--- config.mk ---
export PLATFORM = sky130hd
export DESIGN_NAME = sequence_reorder_gap_filler_top
export DESIGN_NICKNAME = d
export VERILOG_FILES = /design/src/rtl/srgf_pkg.sv /design/src/rtl/srgf_store.sv /design/src/rtl/sequence_reorder_gap_filler_top.sv
export SDC_FILE = /design/constraint.sdc
export NUM_CORES = 2
export LEC_CHECK = 0
export BUFFER_PORTS_ARGS = -buffer_cell sky130_fd_sc_hd__buf_4
export CAP_MARGIN = 20
export CORE_UTILIZATION = 43
export DETAILED_ROUTE_END_ITERATION = 6
export GPL_TIMING_DRIVEN = 1
export PLACE_DENSITY_LB_ADDON = 0.08
export SKIP_LAST_GASP = 1
export SYNTH_ARGS = -nofsm -noshare
export SYNTH_HDL_FRONTEND = slang
export SYNTH_SLANG_ARGS = --single-unit
--- constraint.sdc ---
create_clock -name clk -period 9.9 [get_ports clk]
set_clock_uncertainty 0.1 [all_clocks]
set_input_delay 0 -clock clk [delete_from_list [all_inputs] [get_ports clk]]
set_output_delay 0 -clock clk [all_outputs]
set_load 0.05 [all_outputs]
--- src/rtl/srgf_pkg.sv ---
package srgf_pkg;

  localparam int DEPTH_DEF = 16;
  localparam int ID_W = 32;
  localparam int TAG_W = 16;
  localparam int GAP_W = 16;
  localparam logic [ID_W-1:0] SPAN_SLACK = 32'd20;
  localparam logic [GAP_W-1:0] MAX_GAP_RST = 16'd10;

  localparam logic [1:0] KIND_ITEM = 2'd0;
  localparam logic [1:0] KIND_FILL = 2'd1;
  localparam logic [1:0] KIND_DROP = 2'd2;
  localparam logic [1:0] KIND_NONE = 2'd3;

  localparam logic CMD_ARRIVE = 1'b0;
  localparam logic CMD_FLUSH = 1'b1;

endpackage

--- src/rtl/srgf_store.sv ---
module srgf_store import srgf_pkg::*; #(
  parameter int DEPTH = DEPTH_DEF,
  localparam int IW = $clog2(DEPTH),
  localparam int CW = $clog2(DEPTH + 1)
) (
  input  logic             clk,
  input  logic             rst,
  input  logic [IW-1:0]    rd_idx,
  output logic             rd_valid,
  output logic [ID_W-1:0]  rd_id,
  output logic [TAG_W-1:0] rd_tag,
  input  logic             wr_en,
  input  logic [IW-1:0]    wr_idx,
  input  logic [ID_W-1:0]  wr_id,
  input  logic [TAG_W-1:0] wr_tag,
  input  logic             clr_en,
  input  logic [IW-1:0]    clr_idx,
  input  logic             clr_all,
  output logic [CW-1:0]    count
);

  logic [DEPTH-1:0] valid;
  logic [ID_W-1:0]  ids [DEPTH];
  logic [TAG_W-1:0] tags [DEPTH];

  assign rd_valid = valid[rd_idx];
  assign rd_id = ids[rd_idx];
  assign rd_tag = tags[rd_idx];

  always_ff @(posedge clk) begin
    if (wr_en) begin
      ids[wr_idx] <= wr_id;
      tags[wr_idx] <= wr_tag;
    end
  end

  always_ff @(posedge clk) begin
    if (rst) begin
      valid <= '0;
      count <= '0;
    end else if (clr_all) begin
      valid <= '0;
      count <= '0;
    end else if (wr_en) begin
      valid[wr_idx] <= 1'b1;
      if (!valid[wr_idx]) begin
        count <= count + CW'(1);
      end
    end else if (clr_en) begin
      valid[clr_idx] <= 1'b0;
      count <= count - CW'(1);
    end
  end

endmodule

--- src/rtl/sequence_reorder_gap_filler_top.sv ---
// channel   | direction | signals
// ----------+-----------+----------------------------------------------------
// command   | in        | start, command, seq_id, payload_tag (busy is out)
// result    | out       | result_valid, kind, out_id, out_tag, filler_count, last
// config    | in        | cfg_we, cfg_data (max_gap)
//
// One shared scan over the store visits one entry a cycle. An arrival takes a
// lookup scan, a write, then drain passes (one per emitted item plus one) and
// gap checks (min/max scan, decision); a flush adds a scan, a fill check and
// an item step per entry. A full-store drop goes to finish. Each result is held
// until the next one is made, so last can be set; the final one goes out after
// the last state. Reset clears the store valid bits and expected id at once.
// The receiver cannot stall; busy falls in the cycle that last is on the ports.
module sequence_reorder_gap_filler_top import srgf_pkg::*; #(
  parameter int DEPTH = DEPTH_DEF
) (
  input  logic             clk,
  input  logic             rst,
  input  logic             start,
  output logic             busy,
  input  logic             command,
  input  logic [ID_W-1:0]  seq_id,
  input  logic [TAG_W-1:0] payload_tag,
  input  logic             cfg_we,
  input  logic [GAP_W-1:0] cfg_data,
  output logic             result_valid,
  output logic [1:0]       kind,
  output logic [ID_W-1:0]  out_id,
  output logic [TAG_W-1:0] out_tag,
  output logic [ID_W-1:0]  filler_count,
  output logic             last
);

  localparam int IW = $clog2(DEPTH);
  localparam int CW = $clog2(DEPTH + 1);
  localparam logic [IW-1:0] LAST_IDX = IW'(DEPTH - 1);

  localparam logic [3:0] S_IDLE   = 4'd0;
  localparam logic [3:0] S_ASCAN  = 4'd1;
  localparam logic [3:0] S_AWRITE = 4'd2;
  localparam logic [3:0] S_DSCAN  = 4'd3;
  localparam logic [3:0] S_MSCAN  = 4'd4;
  localparam logic [3:0] S_GAP    = 4'd5;
  localparam logic [3:0] S_FFILL  = 4'd6;
  localparam logic [3:0] S_FITEM  = 4'd7;
  localparam logic [3:0] S_FINISH = 4'd8;

  logic [3:0]       state;
  logic [IW-1:0]    idx;
  logic [GAP_W-1:0] max_gap;
  logic [ID_W-1:0]  expected;
  logic             cmd_q;
  logic [ID_W-1:0]  id_q;
  logic [TAG_W-1:0] tag_q;
  logic             match_found, free_found;
  logic [IW-1:0]    match_idx, free_idx;
  logic             any;
  logic             fphase;
  logic             have;
  logic [ID_W-1:0]  lo, hi;
  logic [IW-1:0]    lo_idx;

  logic             pend_valid;
  logic [1:0]       pend_kind;
  logic [ID_W-1:0]  pend_id;
  logic [TAG_W-1:0] pend_tag;
  logic [ID_W-1:0]  pend_cnt;

  logic [IW-1:0]    rd_idx;
  logic             rd_valid;
  logic [ID_W-1:0]  rd_id;
  logic [TAG_W-1:0] rd_tag;
  logic             wr_en, clr_en, clr_all;
  logic [IW-1:0]    wr_idx, clr_idx;
  logic [CW-1:0]    count;

  logic             put_en;
  logic [1:0]       put_kind;
  logic [ID_W-1:0]  put_id;
  logic [TAG_W-1:0] put_tag;
  logic [ID_W-1:0]  put_cnt;

  logic             hit, full, gap_jump;
  logic [ID_W-1:0]  d_lo, d_span;

  assign busy = (state != S_IDLE);
  assign full = (count >= CW'(DEPTH));
  assign hit = rd_valid && (rd_id == expected);
  assign d_lo = lo - expected;
  assign d_span = hi - lo;
  assign gap_jump = have && (d_lo > ID_W'(max_gap)) &&
                    (d_span > (ID_W'(max_gap) + SPAN_SLACK));

  assign rd_idx = (state == S_FITEM) ? lo_idx : idx;
  assign wr_en = (state == S_AWRITE);
  assign wr_idx = match_found ? match_idx : free_idx;
  assign clr_en = ((state == S_DSCAN) && hit) || (state == S_FITEM);
  assign clr_idx = rd_idx;
  assign clr_all = (state == S_FINISH) && (cmd_q == CMD_FLUSH);

  srgf_store #(.DEPTH(DEPTH)) u_store (
    .clk      (clk),
    .rst      (rst),
    .rd_idx   (rd_idx),
    .rd_valid (rd_valid),
    .rd_id    (rd_id),
    .rd_tag   (rd_tag),
    .wr_en    (wr_en),
    .wr_idx   (wr_idx),
    .wr_id    (id_q),
    .wr_tag   (tag_q),
    .clr_en   (clr_en),
    .clr_idx  (clr_idx),
    .clr_all  (clr_all),
    .count    (count)
  );

  always_comb begin
    put_en = 1'b0;
    put_kind = KIND_ITEM;
    put_id = rd_id;
    put_tag = '0;
    put_cnt = '0;
    case (state)
      S_IDLE: begin
        put_en = start && (command == CMD_ARRIVE) && full;
        put_kind = KIND_DROP;
        put_id = seq_id;
      end
      S_DSCAN: begin
        put_en = hit;
        put_tag = rd_tag;
      end
      S_GAP: begin
        put_en = gap_jump && (expected < lo);
        put_kind = KIND_FILL;
        put_id = expected;
        put_cnt = d_lo;
      end
      S_FFILL: begin
        // lo is stale once the store is empty
        put_en = have && (expected < lo);
        put_kind = KIND_FILL;
        put_id = expected;
        put_cnt = d_lo;
      end
      S_FITEM: begin
        put_en = 1'b1;
        put_tag = rd_tag;
      end
      default: begin
        put_en = 1'b0;
      end
    endcase
  end

  // one result is held back so that last can be set on the final one
  always_ff @(posedge clk) begin
    if (rst) begin
      result_valid <= 1'b0;
      pend_valid <= 1'b0;
    end else begin
      if (put_en) begin
        pend_valid <= 1'b1;
        pend_kind <= put_kind;
        pend_id <= put_id;
        pend_tag <= put_tag;
        pend_cnt <= put_cnt;
        result_valid <= pend_valid;
        if (pend_valid) begin
          kind <= pend_kind;
          out_id <= pend_id;
          out_tag <= pend_tag;
          filler_count <= pend_cnt;
          last <= 1'b0;
        end
      end else if (state == S_FINISH) begin
        pend_valid <= 1'b0;
        result_valid <= 1'b1;
        last <= 1'b1;
        if (pend_valid) begin
          kind <= pend_kind;
          out_id <= pend_id;
          out_tag <= pend_tag;
          filler_count <= pend_cnt;
        end else begin
          kind <= KIND_NONE;
          out_id <= '0;
          out_tag <= '0;
          filler_count <= '0;
        end
      end else begin
        result_valid <= 1'b0;
      end
    end
  end

  always_ff @(posedge clk) begin
    if (rst) begin
      max_gap <= MAX_GAP_RST;
    end else if (cfg_we) begin
      max_gap <= cfg_data;
    end
  end

  always_ff @(posedge clk) begin
    if (rst) begin
      state <= S_IDLE;
      expected <= '0;
      idx <= '0;
      fphase <= 1'b0;
    end else begin
      case (state)
        S_IDLE: begin
          if (start) begin
            cmd_q <= command;
            id_q <= seq_id;
            tag_q <= payload_tag;
            idx <= '0;
            any <= 1'b0;
            fphase <= 1'b0;
            match_found <= 1'b0;
            free_found <= 1'b0;
            if (command == CMD_FLUSH) begin
              state <= S_DSCAN;
            end else if (full) begin
              state <= S_FINISH;
            end else begin
              state <= S_ASCAN;
            end
          end
        end
        S_ASCAN: begin
          if (rd_valid && rd_id == id_q && !match_found) begin
            match_found <= 1'b1;
            match_idx <= idx;
          end
          if (!rd_valid && !free_found) begin
            free_found <= 1'b1;
            free_idx <= idx;
          end
          idx <= idx + IW'(1);
          if (idx == LAST_IDX) begin
            state <= S_AWRITE;
          end
        end
        S_AWRITE: begin
          idx <= '0;
          state <= S_DSCAN;
        end
        S_DSCAN: begin
          if (hit) begin
            expected <= expected + ID_W'(1);
            any <= 1'b1;
            idx <= '0;
          end else if (idx == LAST_IDX) begin
            idx <= '0;
            have <= 1'b0;
            if (any) begin
              state <= S_MSCAN;
            end else if (cmd_q == CMD_FLUSH) begin
              fphase <= 1'b1;
              state <= S_MSCAN;
            end else begin
              state <= S_FINISH;
            end
          end else begin
            idx <= idx + IW'(1);
          end
        end
        S_MSCAN: begin
          if (rd_valid) begin
            have <= 1'b1;
            if (!have || rd_id < lo) begin
              lo <= rd_id;
              lo_idx <= idx;
            end
            if (!have || rd_id > hi) begin
              hi <= rd_id;
            end
          end
          if (idx == LAST_IDX) begin
            idx <= '0;
            state <= fphase ? S_FFILL : S_GAP;
          end else begin
            idx <= idx + IW'(1);
          end
        end
        S_GAP: begin
          if (gap_jump) begin
            expected <= lo;
            any <= 1'b0;
            idx <= '0;
            state <= S_DSCAN;
          end else if (cmd_q == CMD_FLUSH) begin
            fphase <= 1'b1;
            have <= 1'b0;
            idx <= '0;
            state <= S_MSCAN;
          end else begin
            state <= S_FINISH;
          end
        end
        S_FFILL: begin
          // empty store ends the flush
          state <= have ? S_FITEM : S_FINISH;
        end
        S_FITEM: begin
          expected <= lo + ID_W'(1);
          have <= 1'b0;
          idx <= '0;
          state <= S_MSCAN;
        end
        S_FINISH: begin
          state <= S_IDLE;
        end
        default: begin
          state <= S_IDLE;
        end
      endcase
    end
  end

endmodule
Yosys cells after proc, flatten, opt, wreduce, memory -nomap -nowiden. Memories as Yosys holds them, arrays and structs flattened. A register that Yosys moved wholly into a read port is not among the register bits. Index checks and enable logic that the tools add are counted.

Flip-flop bits (word level): 358. Bits in writable memories: 768. Bits of input ports: 69. Output and inout bits: 85. Word-level logic and storage cells: 217. Memories kept: 2.

$add $sub $neg: 8. Magnitude comparators: 10. Equal/unequal tests: 27. Mux-type cells: 85. Bitwise gates (word level): 5. Reduce and logical (&&, ||, !) cells: 51.

Memories: u_store.ids (words 16, bits a word 32, read ports 1, clocked after memory_dff 0, write ports 1, line srgf_store.sv:23) `logic [ID_W-1:0] ids [DEPTH];`; u_store.tags (words 16, bits a word 16, read ports 1, clocked after memory_dff 1, write ports 1, line srgf_store.sv:24) `logic [TAG_W-1:0] tags [DEPTH];`.

Operators with widths (count): $mux 32 (10); $mux 16 (6); $pmux 32 s3 (1); $mux 4 (18); $add 32x1->32 const B (2); $eq 32x32->1 (2); $lt 32x32->1 (2); $pmux 32 s2 (1); $sub 32x32->32 (2); $gt 32x16->1 (1); $gt 32x17->1 (1); $gt 32x32->1 (1); $pmux 4 s8 (1); $mux 1 (28); $ne 2x2->1 const B (14); $pmux 4 s6 (1); $reduce_and 3->1 (6); $add 16x5->17 const B (1); $and 16x16->16 (1); $eq 4x3->1 const B (4); $not 16->16 (1); $or 16x16->16 (1); $reduce_and 4->1 (4); $mux 5 (3); 33 further kinds (74).

Logic depth before layout (Yosys ltp).
Depth after elaboration: 10. Gate-level depth with buffers: 28. Mapped depth without buffers: 26.

Hierarchy. Synthesis repeated with hierarchy kept, for this count alone.

Cells, all modules: 3529. Area, all modules: 52183.8 µm².

Modules (own cells, without submodules): srgf_store (times used 1, cells an instance 1209, area each 30026.3 µm², seq. area each 23482.5 µm²); sequence_reorder_gap_filler_top (times used 1, cells an instance 2320, area each 22157.5 µm², seq. area each 10009.6 µm²).

Worst setup path before layout. OpenSTA, ideal clock, no wires.

Path type: reg-to-reg. Start: register lo[0]. End: register filler_count[0], enable pin. Library setup time: 0.552 ns. Arrival time: 8.000 ns. Required time: 9.248 ns. Path slack: 1.248 ns. Cell stages (with the launch flop): 24. Buffers on the path: 0. Period minus slack after synthesis: 8.652 ns. Cells stage by stage: edfxtp_1 > ha_1 > inv_1 > fa_1 > a21oi_1 > o21ai_0 > a21oi_1 > o21bai_1 > a21oi_1 > o21ai_0 > a21o_1 > a21oi_1 > xnor2_1 > ha_1 > nand4_1 > o211ai_1 > o21ai_0 > a21oi_1 > or4_1 > o41ai_1 > nor2_1 > o2111a_1 > o31ai_1 > a21oi_1.

Cells in the longest elaborated chain, start to end: 8. Elaborated cells on any way between the ends: 13. Classes of those cells: add/sub: 2; order compare: 3; eq/ne: 1; mux: 1; reduce/logical: 6.

RTL lines: from (decl) (line sequence_reorder_gap_filler_top.sv:60) `logic [ID_W-1:0] lo, hi;`; from (signal assigned) (line sequence_reorder_gap_filler_top.sv:275) `lo <= rd_id;`; $sub 32x32->32 (line sequence_reorder_gap_filler_top.sv:89) `assign d_lo = lo - expected;`; $gt 32x16->1 (line sequence_reorder_gap_filler_top.sv:91) `assign gap_jump = have && (d_lo > ID_W'(max_gap)) &&`; $logic_and 1x1->1 (2 in series) (line sequence_reorder_gap_filler_top.sv:91); $logic_and 1x1->1 (line sequence_reorder_gap_filler_top.sv:135) `put_en = gap_jump && (expected < lo);`; $pmux 1 s5 * (line sequence_reorder_gap_filler_top.sv:124) `case (state)`; $ne 2x2->1 (no line) / $reduce_bool 2->1 (equally long branches); $reduce_and 3->1 (no line) *; to (signal assigned) (line sequence_reorder_gap_filler_top.sv:174) `filler_count <= pend_cnt;`; to (signal assigned) (line sequence_reorder_gap_filler_top.sv:185) `filler_count <= pend_cnt;`; to (decl) (line sequence_reorder_gap_filler_top.sv:30) `output logic [ID_W-1:0] filler_count,`.

Every way passes the cells marked *; elsewhere a longest branch is shown, timed or not. A chain may end at the register's enable or synchronous reset.

Worst setup path after layout.
Start: register state[1]. End: register out_tag[5], enable pin.

Cells in the longest elaborated chain, start to end: 8. Elaborated cells on any way between the ends: 16. Classes of those cells: eq/ne: 7; mux: 4; reduce/logical: 4; memory: 1.

RTL lines: from (decl) (line sequence_reorder_gap_filler_top.sv:48) `logic [3:0] state;`; from (signal assigned) (line sequence_reorder_gap_filler_top.sv:284) `state <= fphase ? S_FFILL : S_GAP;`; from (signal assigned) (line sequence_reorder_gap_filler_top.sv:306) `state <= have ? S_FITEM : S_FINISH;`; $eq 4x3->1 (line sequence_reorder_gap_filler_top.sv:94, sequence_reorder_gap_filler_top.sv:124); $mux 4 (line sequence_reorder_gap_filler_top.sv:94) `assign rd_idx = (state == S_FITEM) ? lo_idx : idx;`; $mem_v2 16x32 / $bmux 1 s4 (equally long branches); $eq 32x32->1 / $mux 1 (equally long branches) (line sequence_reorder_gap_filler_top.sv:88, srgf_store.sv:26); $logic_and 1x1->1 (line sequence_reorder_gap_filler_top.sv:88) `assign hit = rd_valid && (rd_id == expected);`; $pmux 1 s5 (line sequence_reorder_gap_filler_top.sv:124); $ne 2x2->1 (no line) / $reduce_bool 2->1 (equally long branches); $reduce_and 3->1 (no line) *; to (signal assigned) (line sequence_reorder_gap_filler_top.sv:173) `out_tag <= pend_tag;`; to (signal assigned) (line sequence_reorder_gap_filler_top.sv:184) `out_tag <= pend_tag;`; to (decl) (line sequence_reorder_gap_filler_top.sv:29) `output logic [TAG_W-1:0] out_tag,`.

Every way passes the cells marked *; elsewhere a longest branch is shown, timed or not. The select of a mux whose other input is x is not followed.

==> metrics.log <==
INFO  metric root_buffer = sky130_fd_sc_hd__clkbuf_16
INFO  metric cellLeakagePower = 22.0 nW
INFO  metric postSynthRegisterBits = 1142
INFO  metric dieArea = 126000 um2
INFO  metric first_pass_grt_wire_length = 261 mm
INFO  metric placedCellCount = 6146
INFO  metric yosys_most_used_dff = sky130_fd_sc_hd__edfxtp_1
INFO  metric final_net_count = 5034
INFO  metric synth_enable_flop_cells = 1062
INFO  metric htree_levels = 4
INFO  metric grt_antenna_before_repair = 7
INFO  metric cts-buffers-inserted = 130
INFO  metric worst-path-max-fanout = 84
INFO  metric post-route-drc-count = 0
INFO  metric final_cell_count_no_fill = 6542
INFO  metric pin_count_of_the_biggest_net_entering_global_routing = 129
INFO  metric placedInstanceArea = 57000 um2
INFO  metric pwr_dens = 202 nW/um2
INFO  metric cts.repair_timing.setup_buffer_count = 0
INFO  metric tritoncts = built
INFO  metric yosys_top_cell_by_area = sky130_fd_sc_hd__edfxtp_1
INFO  metric groute.usage.overall = 0.286
INFO  metric timing.critical_path.from_type = flip-flop
INFO  metric synth_commonest_cells = sky130_fd_sc_hd__edfxtp_1 (1062), sky130_fd_sc_hd__nand2_1 (767), sky130_fd_sc_hd__nand3_1 (352)
INFO  metric final_core_util = 0.508
INFO  metric yosys-top-cells-area = sky130_fd_sc_hd__edfxtp_1 (59%), sky130_fd_sc_hd__nand2_1 (5.4%), sky130_fd_sc_hd__ha_1 (3.8%)
INFO  metric slew_violations = 0
INFO  metric power.clock.fraction = 0.380
INFO  metric overflow = 0
INFO  metric setup_viol = 0
INFO  metric max_slew.worst_pin.slew = 1290 ps
INFO  metric max_cap_violations = 0
INFO  metric port_buffers = 153
INFO  metric layout.cell_area.non_filler = 62800 um2
INFO  metric critical_path_arrival = 8610 ps
INFO  metric detail_route.wirelength = 182 mm
INFO  metric synthesized_net_count = 4714
INFO  metric cp-end-kind = flip-flop
INFO  metric area_delta_synth_final = 17.1%
INFO  metric synth.distinct_cells = 89
INFO  metric num_vias = 38556
INFO  metric post_layout_power = 12.7 mW
INFO  metric max-vdd-ir-drop = 0.000189 V
INFO  metric first_global_vias = 36827
INFO  metric netlist.area_leader.share = 0.595
INFO  metric clock_path_buffers = 3
INFO  metric place.gp.congestion = 0.966
INFO  metric chipWidth = 355 um
INFO  metric floorplan.die.height = 355 um
INFO  metric ios = 154
INFO  metric maxSlewHeadroom = 0.137
INFO  metric setup-tns-final = 0 ps
INFO  metric clk_pin_slew = 60 ps
INFO  metric power_switching_share = 0.289
INFO  metric p_int = 9.02 mW
INFO  metric fmax = 0.121 GHz
INFO  metric setup_repair_after_global_routing_missed_its_margin = no
INFO  metric rows = 129
INFO  metric drtAntennaViolNets = 0
INFO  metric setup.worst_path.class = flip-flop to flip-flop
INFO  metric core_area = 124000 um2
INFO  metric power_spent_charging_and_discharging_nets = 3.67 mW
INFO  metric post-route-min-period = 8260 ps
INFO  metric share_seq_of_total_power = 0.450
INFO  metric r2r_cells = 14
INFO  metric synth.most_common_cell = sky130_fd_sc_hd__edfxtp_1
INFO  metric start_util = 0.434
INFO  metric postSynth.asyncResetShare = 0
INFO  metric share_of_the_clock_period_used_by_the_worst_path_after_layout = 0.835
INFO  metric drtPass1Iterations = 6
INFO  metric worstHoldPathType = input port to flip-flop
INFO  metric portion_of_the_post_synthesis_area_used_by_sequential_elements = 0.624
INFO  metric postSynthCellCount = 4477
INFO  metric worst_r2r_endpoint = out_tag[5]
INFO  metric cp.required = 10250 ps
INFO  metric hpwlAfterDp = 117 mm
INFO  metric ys_warns = 0
INFO  metric power.share.combinational = 0.170
INFO  metric ff2ff_setup_slack = 1640 ps
INFO  metric crit_start = state[1]
INFO  metric avgViaCountPerCell = 5.89
INFO  metric hold_violations = 0
INFO  metric clock-sinks = 1142
INFO  metric worstReg2RegStart = state[1]
INFO  metric drive_above_1_share = 0.110
INFO  metric run_status = completed
INFO  metric clock_latency = 770 ps
INFO  metric endpoint = out_tag[5]
INFO  metric drt-wirelength-per-cell = 27.8 um
INFO  metric drt_iter0_drc = 4446
INFO  metric synth.avg_cell_area = 12.0 um2
INFO  metric synth.cell_area = 53600 um2
-- cell type report --
class | count | area [um2]
clock buffer | 165 | 3430
inverter | 140 | 526
fill | 10868 | 60800
tap | 1637 | 2050
clock inverter | 73 | 818
multi-input combinational | 2965 | 18900
antenna | 2 | 5.00
sequential | 1142 | 33500
timing repair buffer | 418 | 3590
-- worst max-delay path, stage by stage, from the launching register on --
cell and delay [ps]:
sky130_fd_sc_hd__dfxtp_1 880, sky130_fd_sc_hd__and4b_4 680, sky130_fd_sc_hd__mux2_8 780, sky130_fd_sc_hd__buf_4 560, sky130_fd_sc_hd__nand2_1 100, sky130_fd_sc_hd__a32o_1 260
sky130_fd_sc_hd__a221oi_1 990, sky130_fd_sc_hd__xnor2_1 380, sky130_fd_sc_hd__nand4_1 160, sky130_fd_sc_hd__a2111oi_1 800, sky130_fd_sc_hd__nand4_2 410, sky130_fd_sc_hd__o21ai_4 420
sky130_fd_sc_hd__o31ai_1 210, sky130_fd_sc_hd__a21oi_4 700, sky130_fd_sc_hd__buf_4 380
-- worst min-delay path by stage --
stage / cells after the start / end / from
3_5_place_dp: 1 / tag_q[14] / payload_tag[14]
2_1_floorplan: 1 / fphase / start
5_1_grt: 4 / pend_id[22] / seq_id[22]
6_report: 4 / pend_id[7] / seq_id[7]
4_1_cts: 4 / pend_id[7] / seq_id[7]
3_3_place_gp: 1 / tag_q[7] / payload_tag[7]
-- power by group through the flow --
stage | clock (mW) | sequential (mW) | combinational [mW]
global placement | 0 | 5.81 | 2.06
floorplan | 0 | 5.74 | 1.26
CTS | 4.90 | 5.71 | 2.13
global route | 5.08 | 5.73 | 2.30
finish | 4.82 | 5.72 | 2.16
detailed placement | 0 | 5.81 | 2.07
-- placed cells by master (no fill, tap or decap), types with 105 or more instances in the layout --
cell / n
sky130_fd_sc_hd__a21oi_1: 183
sky130_fd_sc_hd__clkbuf_16: 131
sky130_fd_sc_hd__mux2i_1: 192
sky130_fd_sc_hd__nand2_1: 767
sky130_fd_sc_hd__edfxtp_1: 1062
sky130_fd_sc_hd__inv_1: 137
sky130_fd_sc_hd__nor2_1: 165
sky130_fd_sc_hd__ha_1: 165
sky130_fd_sc_hd__nand3_1: 352
sky130_fd_sc_hd__dlygate4sd3_1: 155
sky130_fd_sc_hd__nor2b_1: 108
sky130_fd_sc_hd__o21ai_0: 105
sky130_fd_sc_hd__buf_4: 256
-- sequential cells by signal, summed over array words and instances, names as in the netlist, 32 cells and up --
name,flops
u_store.tags,256
filler_count,32
out_id,32
u_store.ids,512
expected,32
pend_cnt,32
lo,32
id_q,32
hi,32
pend_id,32
-- metal layers --
layer  part of all wire  global-route usage  vias up
li1                   -                   -    17396
met1               0.43               0.402    19208
met2               0.45               0.442     1637
met3              0.074              0.0463      311
met4              0.043               0.118        4
met5            0.00017                   0        -
-- kinds of logic after synthesis --
| group | after synthesis | synth area share |
|---|---|---|
| simple gates | 1706 | 0.147 |
| flops | 1142 | 0.624 |
| fa+ha+maj | 168 | 0.0396 |
| compound gates | 754 | 0.0977 |
| xor+xnor | 121 | 0.0198 |
| buf+inv | 370 | 0.0285 |
| mux | 216 | 0.0430 |
-- through the flow --
| stage | hold slack, ps | worst slack (ps) |
|---|---|---|
| 3_3_place_gp | 77.9 | 1880 |
| 5_1_grt | 40.5 | 1450 |
| 6_report | 57.3 | 1640 |
| 2_1_floorplan | -3.01 | 1250 |
| 3_5_place_dp | 79.3 | 1960 |
| 4_1_cts | 1.72 | 1870 |
-- timing repair --
action | CTS | global route
gates resized for setup | 0 | 0
hold buffers | 155 | 0
endpoints found under the hold margin | 317 | 0
No activity file was read; power rests on OpenSTA's default activity.
